===== src/sv/pps_pkg.sv =====
package pps_pkg;

  localparam int MaxTasks = 16;
  localparam int IdxW = (MaxTasks > 1) ? $clog2(MaxTasks) : 1;
  localparam int Leaves = 1 << IdxW;
  localparam int TimeW = 16;
  localparam int SlotW = 4;
  localparam int PriW = 8;
  localparam logic [TimeW-1:0] TimeMax = '1;

  typedef enum logic {
    KindLoad = 1'b0,
    KindTick = 1'b1
  } kind_e;

  typedef struct packed {
    kind_e             kind;
    logic [SlotW-1:0]  slot_index;
    logic [TimeW-1:0]  arrival_time;
    logic [TimeW-1:0]  burst_time;
    logic [PriW-1:0]   priority_level;
  } in_word_t;

  typedef struct packed {
    logic [SlotW-1:0]  chosen_slot;
    logic              idle;
    logic              finished;
    logic [TimeW-1:0]  turnaround;
    logic [TimeW-1:0]  waiting;
  } out_word_t;

  typedef struct packed {
    logic              vld;
    logic [PriW-1:0]   pri;
    logic [IdxW-1:0]   idx;
    logic [TimeW-1:0]  arrival;
    logic [TimeW-1:0]  burst;
    logic [TimeW-1:0]  remaining;
  } cand_t;

endpackage


===== src/sv/preemptive_priority_scheduler_unit.sv =====
// Preemptive priority scheduler with a table of task slots. One word is taken on every
// cycle that start_i is high (busy_o is always low). A load word fills a slot and gives no
// result; a tick word gives exactly one result word, strobed on result_valid_o for a single
// cycle once the tick has passed the input register and then the result register. The
// receiver cannot stall the block, so results must be captured on the cycle
// they appear. The selection is a parallel minimum tree over all slots between the input
// register and the result register.
module preemptive_priority_scheduler_unit (
  input  logic                clk_i,
  input  logic                rst_ni,
  input  logic                start_i,
  input  pps_pkg::in_word_t   in_word_i,
  output logic                busy_o,
  output logic                result_valid_o,
  output pps_pkg::out_word_t  result_o
);

  logic                         in_valid_q;
  pps_pkg::in_word_t            in_word_q;
  logic [pps_pkg::MaxTasks-1:0] valid_q;
  logic [pps_pkg::MaxTasks-1:0] done_q;
  logic [pps_pkg::TimeW-1:0]    arrival_q   [pps_pkg::MaxTasks];
  logic [pps_pkg::TimeW-1:0]    burst_q     [pps_pkg::MaxTasks];
  logic [pps_pkg::PriW-1:0]     pri_q       [pps_pkg::MaxTasks];
  logic [pps_pkg::TimeW-1:0]    remaining_q [pps_pkg::MaxTasks];
  logic [pps_pkg::TimeW-1:0]    time_q;
  logic [pps_pkg::TimeW-1:0]    time_d;
  logic                         res_valid_q;
  pps_pkg::out_word_t           res_q;
  pps_pkg::out_word_t           res_d;

  pps_pkg::cand_t               cand [pps_pkg::MaxTasks];
  pps_pkg::cand_t               win;
  logic                         is_load;
  logic                         is_tick;
  logic [pps_pkg::TimeW-1:0]    rem_next;
  logic                         fin;
  logic [pps_pkg::TimeW:0]      ta_full;
  logic [pps_pkg::TimeW-1:0]    ta;

  assign busy_o = 1'b0;
  assign is_load = in_valid_q && (in_word_q.kind == pps_pkg::KindLoad);
  assign is_tick = in_valid_q && (in_word_q.kind == pps_pkg::KindTick);

  always_comb begin
    for (int i = 0; i < pps_pkg::MaxTasks; i++) begin
      cand[i].vld       = valid_q[i] && !done_q[i] && (arrival_q[i] <= time_q);
      cand[i].pri       = pri_q[i];
      cand[i].idx       = pps_pkg::IdxW'(i);
      cand[i].arrival   = arrival_q[i];
      cand[i].burst     = burst_q[i];
      cand[i].remaining = remaining_q[i];
    end
  end

  pps_select u_select (
    .cand_i (cand),
    .win_o  (win)
  );

  always_comb begin
    rem_next = (win.remaining != '0) ? win.remaining - 1'b1 : win.remaining;
    fin      = win.vld && (rem_next == '0);
    ta_full  = {1'b0, time_q} + 1'b1 - {1'b0, win.arrival};
    ta       = ta_full[pps_pkg::TimeW] ? pps_pkg::TimeMax : ta_full[pps_pkg::TimeW-1:0];
    time_d   = (time_q == pps_pkg::TimeMax) ? time_q : time_q + 1'b1;
    res_d             = '0;
    res_d.idle        = !win.vld;
    if (win.vld) begin
      res_d.chosen_slot = pps_pkg::SlotW'(32'(win.idx));
      res_d.finished    = fin;
      if (fin) begin
        res_d.turnaround = ta;
        res_d.waiting    = (ta >= win.burst) ? ta - win.burst : '0;
      end
    end
  end

  always_ff @(posedge clk_i or negedge rst_ni) begin
    if (!rst_ni) begin
      in_valid_q  <= 1'b0;
      res_valid_q <= 1'b0;
      valid_q     <= '0;
      done_q      <= '0;
      time_q      <= '0;
    end else begin
      in_valid_q  <= start_i;
      res_valid_q <= is_tick;
      if (is_tick) begin
        time_q <= time_d;
      end
      for (int i = 0; i < pps_pkg::MaxTasks; i++) begin
        if (is_load && (32'(in_word_q.slot_index) == i)) begin
          valid_q[i] <= 1'b1;
          done_q[i]  <= 1'b0;
        end else if (is_tick && win.vld && (win.idx == pps_pkg::IdxW'(i))) begin
          done_q[i] <= fin;
        end
      end
    end
  end

  always_ff @(posedge clk_i) begin
    if (start_i) begin
      in_word_q <= in_word_i;
    end
    if (is_tick) begin
      res_q <= res_d;
    end
    for (int i = 0; i < pps_pkg::MaxTasks; i++) begin
      if (is_load && (32'(in_word_q.slot_index) == i)) begin
        arrival_q[i]   <= in_word_q.arrival_time;
        burst_q[i]     <= in_word_q.burst_time;
        pri_q[i]       <= in_word_q.priority_level;
        remaining_q[i] <= in_word_q.burst_time;
      end else if (is_tick && win.vld && (win.idx == pps_pkg::IdxW'(i))) begin
        remaining_q[i] <= rem_next;
      end
    end
  end

  assign result_valid_o = res_valid_q;
  assign result_o       = res_q;

endmodule


===== src/sv/pps_select.sv =====
module pps_select (
  input  pps_pkg::cand_t cand_i [pps_pkg::MaxTasks],
  output pps_pkg::cand_t win_o
);

  pps_pkg::cand_t node [2*pps_pkg::Leaves];

  // Heap-ordered tree: the left child always holds the lower slots, so a tie keeps the left.
  always_comb begin
    for (int i = 0; i < 2*pps_pkg::Leaves; i++) begin
      node[i] = '0;
    end
    for (int i = 0; i < pps_pkg::MaxTasks; i++) begin
      node[pps_pkg::Leaves + i] = cand_i[i];
    end
    for (int i = pps_pkg::Leaves - 1; i >= 1; i--) begin
      if (node[2*i+1].vld && (!node[2*i].vld || (node[2*i+1].pri < node[2*i].pri))) begin
        node[i] = node[2*i+1];
      end else begin
        node[i] = node[2*i];
      end
    end
  end

  assign win_o = node[1];

endmodule


===== config.mk =====
export PLATFORM = sky130hd
export DESIGN_NAME = preemptive_priority_scheduler_unit
export DESIGN_NICKNAME = d
export VERILOG_FILES = /design/src/sv/pps_pkg.sv /design/src/sv/preemptive_priority_scheduler_unit.sv /design/src/sv/pps_select.sv
export SDC_FILE = /design/constraint.sdc
export NUM_CORES = 2
export LEC_CHECK = 0
export ABC_CLOCK_PERIOD_IN_PS = 47400
export BUFFER_PORTS_ARGS = -buffer_cell sky130_fd_sc_hd__buf_2
export CORE_MARGIN = 2
export CORE_UTILIZATION = 35
export CTS_CLUSTER_DIAMETER = 60
export DETAILED_ROUTE_END_ITERATION = 16
export GPL_TIMING_DRIVEN = 0
export PLACE_DENSITY = 0.56
export REMOVE_ABC_BUFFERS = 1
export SLEW_MARGIN = 30
export SYNTH_ARGS = -nofsm -noshare
export SYNTH_HDL_FRONTEND = slang
export SYNTH_SLANG_ARGS = --single-unit

===== constraint.sdc =====
create_clock -name clk_i -period 47.4 [get_ports clk_i]
set_clock_uncertainty 0.05 [all_clocks]
set_input_delay 7.11 -clock clk_i [delete_from_list [all_inputs] [get_ports clk_i]]
set_output_delay 7.11 -clock clk_i [all_outputs]
set_load 0.02 [all_outputs]

; ---- After elaboration in Yosys (flattened, before gate mapping)
; Memories as Yosys holds them, arrays and structs flattened.
; Cells that the tools add are included.
[totals]
output_inout_bits = 40
mem_count = 4
inputBits = 48
elab_cells = 673
register_bits = 133
mem_bits_rw = 896
[op_classes]
bitwise = 18
addsub = 5
eq_ne = 31
n_mux = 325
order_cmp = 32
n_reduce_logical = 213
[mem_list]
columns = name, depth, width, read_ports, rd_clocked_by_memory_dff, write_ports, line_no
row1 = arrival_q, 16, 16, 16, 0, 1, preemptive_priority_scheduler_unit.sv:22  ; logic [pps_pkg::TimeW-1:0] arrival_q [pps_pkg::MaxTasks];
row2 = burst_q, 16, 16, 16, 0, 1, preemptive_priority_scheduler_unit.sv:23  ; logic [pps_pkg::TimeW-1:0] burst_q [pps_pkg::MaxTasks];
row3 = remaining_q, 16, 16, 16, 0, 1, preemptive_priority_scheduler_unit.sv:25  ; logic [pps_pkg::TimeW-1:0] remaining_q [pps_pkg::MaxTasks];
row4 = pri_q, 16, 8, 16, 0, 1, preemptive_priority_scheduler_unit.sv:24  ; logic [pps_pkg::PriW-1:0] pri_q [pps_pkg::MaxTasks];
[op_table]
columns = operator, count
row1 = 16-bit 2-to-1 mux, 63
row2 = 61-bit 2-to-1 mux, 15
row3 = 16-bit OR reduction, 45
row4 = 16-bit less-or-equal comparator, 16
row5 = 4-bit 2-to-1 mux, 60
row6 = 1-bit 2-to-1 mux, 172
row7 = 8-bit less-than comparator, 15
row8 = 8-bit 2-to-1 mux, 15
row9 = 8-bit OR reduction, 15
row10 = 1-bit logical AND, 83
row11 = "4-bit == test, second input constant", 16
row12 = "4-bit by 3-bit == test with 1-bit output, second input constant", 8
row13 = 1-bit zero test, 32
row14 = 2-bit nonzero test, 16
row15 = "16-bit by 1-bit adder with 17-bit output, second input constant", 1
row16 = 17-bit by 16-bit subtractor with 17-bit output, 1
row17 = "16-bit by 1-bit adder with 16-bit output, second input constant", 1
row18 = "16-bit == test, second input constant", 1
row19 = "4-bit by 2-bit == test with 1-bit output, second input constant", 4
row20 = 16-bit >= comparator, 1
row21 = 16-bit zero test, 1
row22 = 1-bit OR, 16
row23 = 16-bit nonzero test, 1
row24 = "16-bit by 1-bit subtractor with 16-bit output, second input constant", 1
row25 = other kinds (7), 25

; ---- Depth between registers and ports, before layout
[depth]
depth_word = 41
depth_mapped = 102
ltp_nobuf = 85

; ---- Cells and area by module
; From an unflattened synthesis, not the netlist that was laid out.
[unflattened]
cells_unflattened = 4382
hier_area_um2 = 54896.4
[by_module_without_submodules]
columns = module, seq_area_each_um2, area_per_inst_um2, instances, cells_each
row1 = preemptive_priority_scheduler_unit, 30649.4, 42391.9, 1, 2873
row2 = pps_select, 0.0, 12504.5, 1, 1509

; ---- Worst setup path before layout
; Ideal clock, no wire load.
[synth_timing]
kind = reg2reg
start = reg time_q[13] (netlist bit)
end = reg res_q, in the netlist result_o[15] (data pin)
setup_time_ps = 157
synth_period_minus_slack_ps = 18852
n_path_buf = 19
path_stages_with_launch = 100
required_ps = 47193
slack_ps = 28548
arrival_time_ps = 18645
cell_sequence = dfrtp_1 > inv_1 > ha_1 > a21o_1 > a21o_1 > a211o_1 > o31a_1 > nor2_1 > buf_1 > clkbuf_1 > clkbuf_1 > clkbuf_1 > clkbuf_1 > a21oi_1 > ha_1 > a21o_1 > a21o_1 > a21oi_1 > (+64 left out) > nor2b_1 > o21ai_0 > a21boi_0 > o21ai_0 > a21boi_0 > o21ai_0 > a21boi_0 > o21ai_0 > a21boi_0 > o21ai_0 > a21boi_0 > o21a_1 > nor2_1 > o21bai_1 > a21oi_1 > xnor2_1 > nand2_1 > nor3_1
[synth_between]
elab_cells_between_ends = 110
cone_classes = 4 x add/sub / 24 x order compare / 17 x mux / 65 x reduce/logical
[synth_lines]
columns = item, line_no
row1 = start: declaration, preemptive_priority_scheduler_unit.sv:26  ; logic [pps_pkg::TimeW-1:0] time_q;
row2 = start signal: assignment, preemptive_priority_scheduler_unit.sv:90  ; time_q <= time_d;
row3 = 16-bit less-or-equal comparator, preemptive_priority_scheduler_unit.sv:47  ; cand[i].vld = valid_q[i] && !done_q[i] && (arrival_q[i] <= time_q);
row4 = 1-bit logical AND, preemptive_priority_scheduler_unit.sv:47
row5 = 1-bit zero test, pps_select.sv:17  ; if (node[2*i+1].vld && (!node[2*i].vld || (node[2*i+1].pri < node[2*i].pri))) begin
row6 = 1-bit logical OR, pps_select.sv:17
row7 = 1-bit logical AND, pps_select.sv:17
row8 = 61-bit 2-to-1 mux, pps_select.sv:17
row9 = 8-bit less-than comparator / 1-bit zero test (equally long branches), pps_select.sv:17
row10 = 1-bit logical OR, pps_select.sv:17
row11 = (+7 left out), --
row12 = 1-bit logical OR, pps_select.sv:17
row13 = 1-bit logical AND, pps_select.sv:17
row14 = 61-bit 2-to-1 mux, pps_select.sv:17
row15 = 17-bit by 16-bit subtractor with 17-bit output (*), preemptive_priority_scheduler_unit.sv:64  ; ta_full = {1'b0, time_q} + 1'b1 - {1'b0, win.arrival};
row16 = 16-bit 2-to-1 mux (*), preemptive_priority_scheduler_unit.sv:65  ; ta = ta_full[pps_pkg::TimeW] ? pps_pkg::TimeMax : ta_full[pps_pkg::TimeW-1:0];
row17 = "via ta, one bit", preemptive_priority_scheduler_unit.sv:39  ; logic [pps_pkg::TimeW-1:0] ta;
row18 = 16-bit >= comparator, preemptive_priority_scheduler_unit.sv:74  ; res_d.waiting = (ta >= win.burst) ? ta - win.burst : '0;
row19 = 3-bit AND reduction (no source line), --
row20 = end signal: assignment, preemptive_priority_scheduler_unit.sv:108  ; res_q <= res_d;
row21 = end: declaration, preemptive_priority_scheduler_unit.sv:29  ; pps_pkg::out_word_t res_q;
; Mark *: on every way through the listed nets, which the timed path passes. The rest lies on a longest branch.
; A chain may end at the register's enable or synchronous reset.

; ---- Worst setup path after layout
; Same ends and word-level chain as after synthesis.

==> key figures <==
Outcome
  • Status: finished, final reports clean

Clock network
  • Clock-pin transition on the worst setup and hold timing paths: 0.06 ns
  • Later-pin clock latency in the skew report: approximately 0.78 ns
  • Setup bufs post-CTS: 0
  • Num Clock Sinks: between 1000 and 1500
  • Cts bufs inserted: 131
  • CTS H-Tree Depth: 4
  • CTS tree: yes
  • Post-CTS Resized: 0
  • Count of hold buffers inserted by post-cts repair: 0
  • Clock tree buffer depth: 3
  • Root cell of the clock tree: sky130_fd_sc_hd__clkbuf_16

Min path
  • Worst Hold Endpoint: valid_q[10]
  • Path category of the worst min-delay check: flip-flop to flip-flop
  • Launch instance of the worst min-delay path: valid_q[10]
  • Min-Delay Path Depth: 2

Floorplan
  • Width of the die: 403 µm
  • Initial Utilization: between 30% and 40%
  • # IOs: slightly below 90
  • Floorplan die height: between 400 and 500 µm
  • Row count: approximately 150
  • Core footprint: between 0.15 and 0.2 mm²
  • Total die area: 0.162 mm²

Drt
  • Number of iterations in the first detailed-routing pass: 6
  • Average via count per standard cell: around 5.6
  • Vias post-DR: approximately 39000
  • Wire length after detailed routing: 179 mm
  • Routed Antenna Nets: 0
  • Number of remaining DRC errors: 0
  • Number of DRC markers in iteration 0: ~3800
  • Routed length per instance: between 20 and 30 µm

Setup path
  • Highest fanout seen on the critical path: 29
  • Data arrival time of the worst path: between 20 and 25 ns
  • Worst reg-to-reg path cell count: 82
  • Timing startpoint of the critical path: time_q[13]
  • Reg-to-reg critical path startpoint: time_q[13]
  • Worst setup SP type: flip-flop
  • Required @ worst endpoint: 47.94 ns
  • Crit Path Class: flip-flop to flip-flop
  • Reg2reg setup slack: about 25 ns
  • Critical path endpoint category: flip-flop
  • Reg-to-reg critical path endpoint: result_o[15]
  • Critical path's slowest cell: sky130_fd_sc_hd__nor4_2
  • Critical Path Max Stage Delay: about 0.73 ns

Timing
  • Hold violation count in the final report: 0
  • Worst Hold Margin: roughly 0.42 ns
  • Final critical-path required period: about 23 ns
  • Number of slew-limit violations in the final report: 0
  • Post-route setup TNS: 0 ns
  • Final setup vio count: 0
  • Measured slew at the worst slew-check pin: about 1.1 ns
  • Period utilization: 47.9%
  • Worst max-slew margin expressed relative to the limit: 28.8%
  • Worst Slack Setup Final: about 25 ns
  • RSZ-0062 raised after global routing: no
  • Top achievable clock speed: 44.1 MHz

Place
  • Number of I/O port buffers: 86
  • Routability Congestion: 0.895
  • Pre-CTS worst setup slack: roughly 25 ns
  • Dpl cell area: 0.0614 mm²
  • DP HPWL: between 100 and 150 mm
  • Cell count after placement: 6704

Job
  • Max-cap violation count: 0

Power
  • Cell Pwr Density: approximately 50 mW/mm²
  • Leak Pwr: 0.0243 µW
  • Maximum vdd ir drop: approximately 40 µV

Synth
  • Warnings, synthesis: 0
  • Count of cell types in the netlist: approximately 110
  • Leading cell type by number of instances after synthesis: sky130_fd_sc_hd__edfxtp_1
  • Most used flip-flop cell after synthesis: sky130_fd_sc_hd__edfxtp_1
  • Sequential area share after synthesis: roughly 55%
  • Top cell type's share of synthesized area: around 53%
  • Share of async-settable or async-resettable flops after synthesis: roughly 5%
  • Cell count after synthesis: between 4000 and 5000
  • Cell accounting for the most synthesized area: sky130_fd_sc_hd__edfxtp_1
  • Cell types occupying the most area after synthesis: sky130_fd_sc_hd__edfxtp_1, sky130_fd_sc_hd__ha_1, sky130_fd_sc_hd__mux2_2
  • Synth Area per Inst: between 10 and 15 µm²
  • Number of enable flip-flop cells after synthesis: 979
  • Flip-flop and latch count after synthesis: 1029
  • Mapped cell area: between 0.05 and 0.06 mm²
  • Commonest cells in the synthesized netlist: sky130_fd_sc_hd__edfxtp_1, sky130_fd_sc_hd__a21oi_1, sky130_fd_sc_hd__ha_1

Finish
  • Final non-filler cell total: roughly 6900
  • Finished Cell Area: ~0.066 mm²
  • P&R area growth vs syn: 17.8%
  • Total Nets Final: between 5000 and 6000
  • Count of inserted antenna diode cells: 0
  • Fraction of layout cells with a size suffix above 1: 17.7%

Global routing
  • Pin count of the biggest net entering global routing: 45
  • Vias in the first global route: about 38000
  • Overflow left after global routing: 0
  • Global-route wire length before repair: about 260 mm
  • All-Layer GR Usage: between 20% and 30%
  • Initial antenna violation count: 12
## cells in the final DEF, fill, tap and decap left out, types with 35 or more instances in the layout
master	netlist	final
sky130_fd_sc_hd__nand2b_1	48	48
sky130_fd_sc_hd__o21ai_0	192	187
sky130_fd_sc_hd__dfrtp_1	50	49
sky130_fd_sc_hd__ha_1	407	407
sky130_fd_sc_hd__buf_2	39	85
sky130_fd_sc_hd__nor2_1	401	377
sky130_fd_sc_hd__nor3_1	49	49
sky130_fd_sc_hd__mux2_2	270	270
sky130_fd_sc_hd__nand4_1	66	66
sky130_fd_sc_hd__nand3_1	48	47
sky130_fd_sc_hd__o22ai_1	36	35
sky130_fd_sc_hd__edfxtp_1	979	979
sky130_fd_sc_hd__inv_1	164	151
sky130_fd_sc_hd__buf_16	0	66
sky130_fd_sc_hd__a21o_1	44	44
sky130_fd_sc_hd__mux2i_1	287	287
sky130_fd_sc_hd__clkbuf_16	0	136
sky130_fd_sc_hd__nand2_1	303	291
sky130_fd_sc_hd__nor2b_1	64	64
sky130_fd_sc_hd__a21oi_1	424	423
sky130_fd_sc_hd__a211oi_1	52	52
## per-stage QoR
stage,power (µW),util (%)
5_1_grt,3330,41.5
3_5_place_dp,2220,38.8
6_report,3200,41.5
2_1_floorplan,1720,-
4_1_cts,3200,41.5
3_3_place_gp,2120,36.5
## worst max path at each step
stage / end / slack, ns / cells after the start
final: result_o[15] / 24.71 / 82
after global routing: result_o[15] / 23.40 / 82
after CTS: result_o[15] / 24.43 / 82
after detailed placement: result_o[15] / 24.55 / 82
after global placement: result_o[15] / 11.44 / 77
after floorplan: result_o[15] / 25.64 / 77
## cells by family after synthesis
family | Yosys count | synth area share [%]
compound gates | 1041 | 11.7
xor+xnor | 44 | 0.705
fa+ha+maj | 410 | 9.22
buf+inv | 395 | 2.87
flops | 1029 | 55.0
mux | 560 | 10.7
other cells | 1 | 0.00673
simple gates | 1131 | 9.84
## sequential cells by signal, summed over array words and instances (netlist names)
register	count
arrival_q	256
done_q	16
time_q	16
burst_q	256
result_o	38
result_valid_o	1
pri_q	128
valid_q	16
remaining_q	256
in_valid_q	1
in_word_q	45
## power by group
group	internal [µW]	total, µW	leakage [µW]	switching [µW]
Combinational	376	1140	0.0127	766
Clock	568	971	0.00203	403
Sequential	1050	1090	0.00953	34.1
## cell type report
class                   instances  area, µm²
clock buffers                 169       3610
clock inverters                64        569
flip-flops and latches       1029      30700
inverters                     167        659
multi-input cells            3187      24000
well taps                    2072       2590
fillers                     14698      92500
repair buffers                250       3540
## critical path, delay by kind of cell, from the launching register on
| kind | cells | cell delay (ns) |
|---|---|---|
| AO/OA/AOI/OAI | 45 | 10.14 |
| XOR/XNOR | 2 | 0.62 |
| adder cells (fa/ha/maj) | 7 | 2.15 |
| buffers and inverters | 6 | 2.06 |
| flip-flops | 1 | 0.43 |
| multiplexers | 1 | 0.25 |
| AND/OR/NAND/NOR | 21 | 6.63 |
## per-layer routing
metal / global-route usage [%] / vias to the layer above / routed length (µm)
li1: - / 17864 / -
met1: 29.3 / 19428 / 76300
met2: 34.9 / 1601 / 82600
met3: 3.71 / 301 / 13600
met4: 7.81 / 2 / 6190
met5: 0 / - / 13
Power figures use the tool's default switching activity.
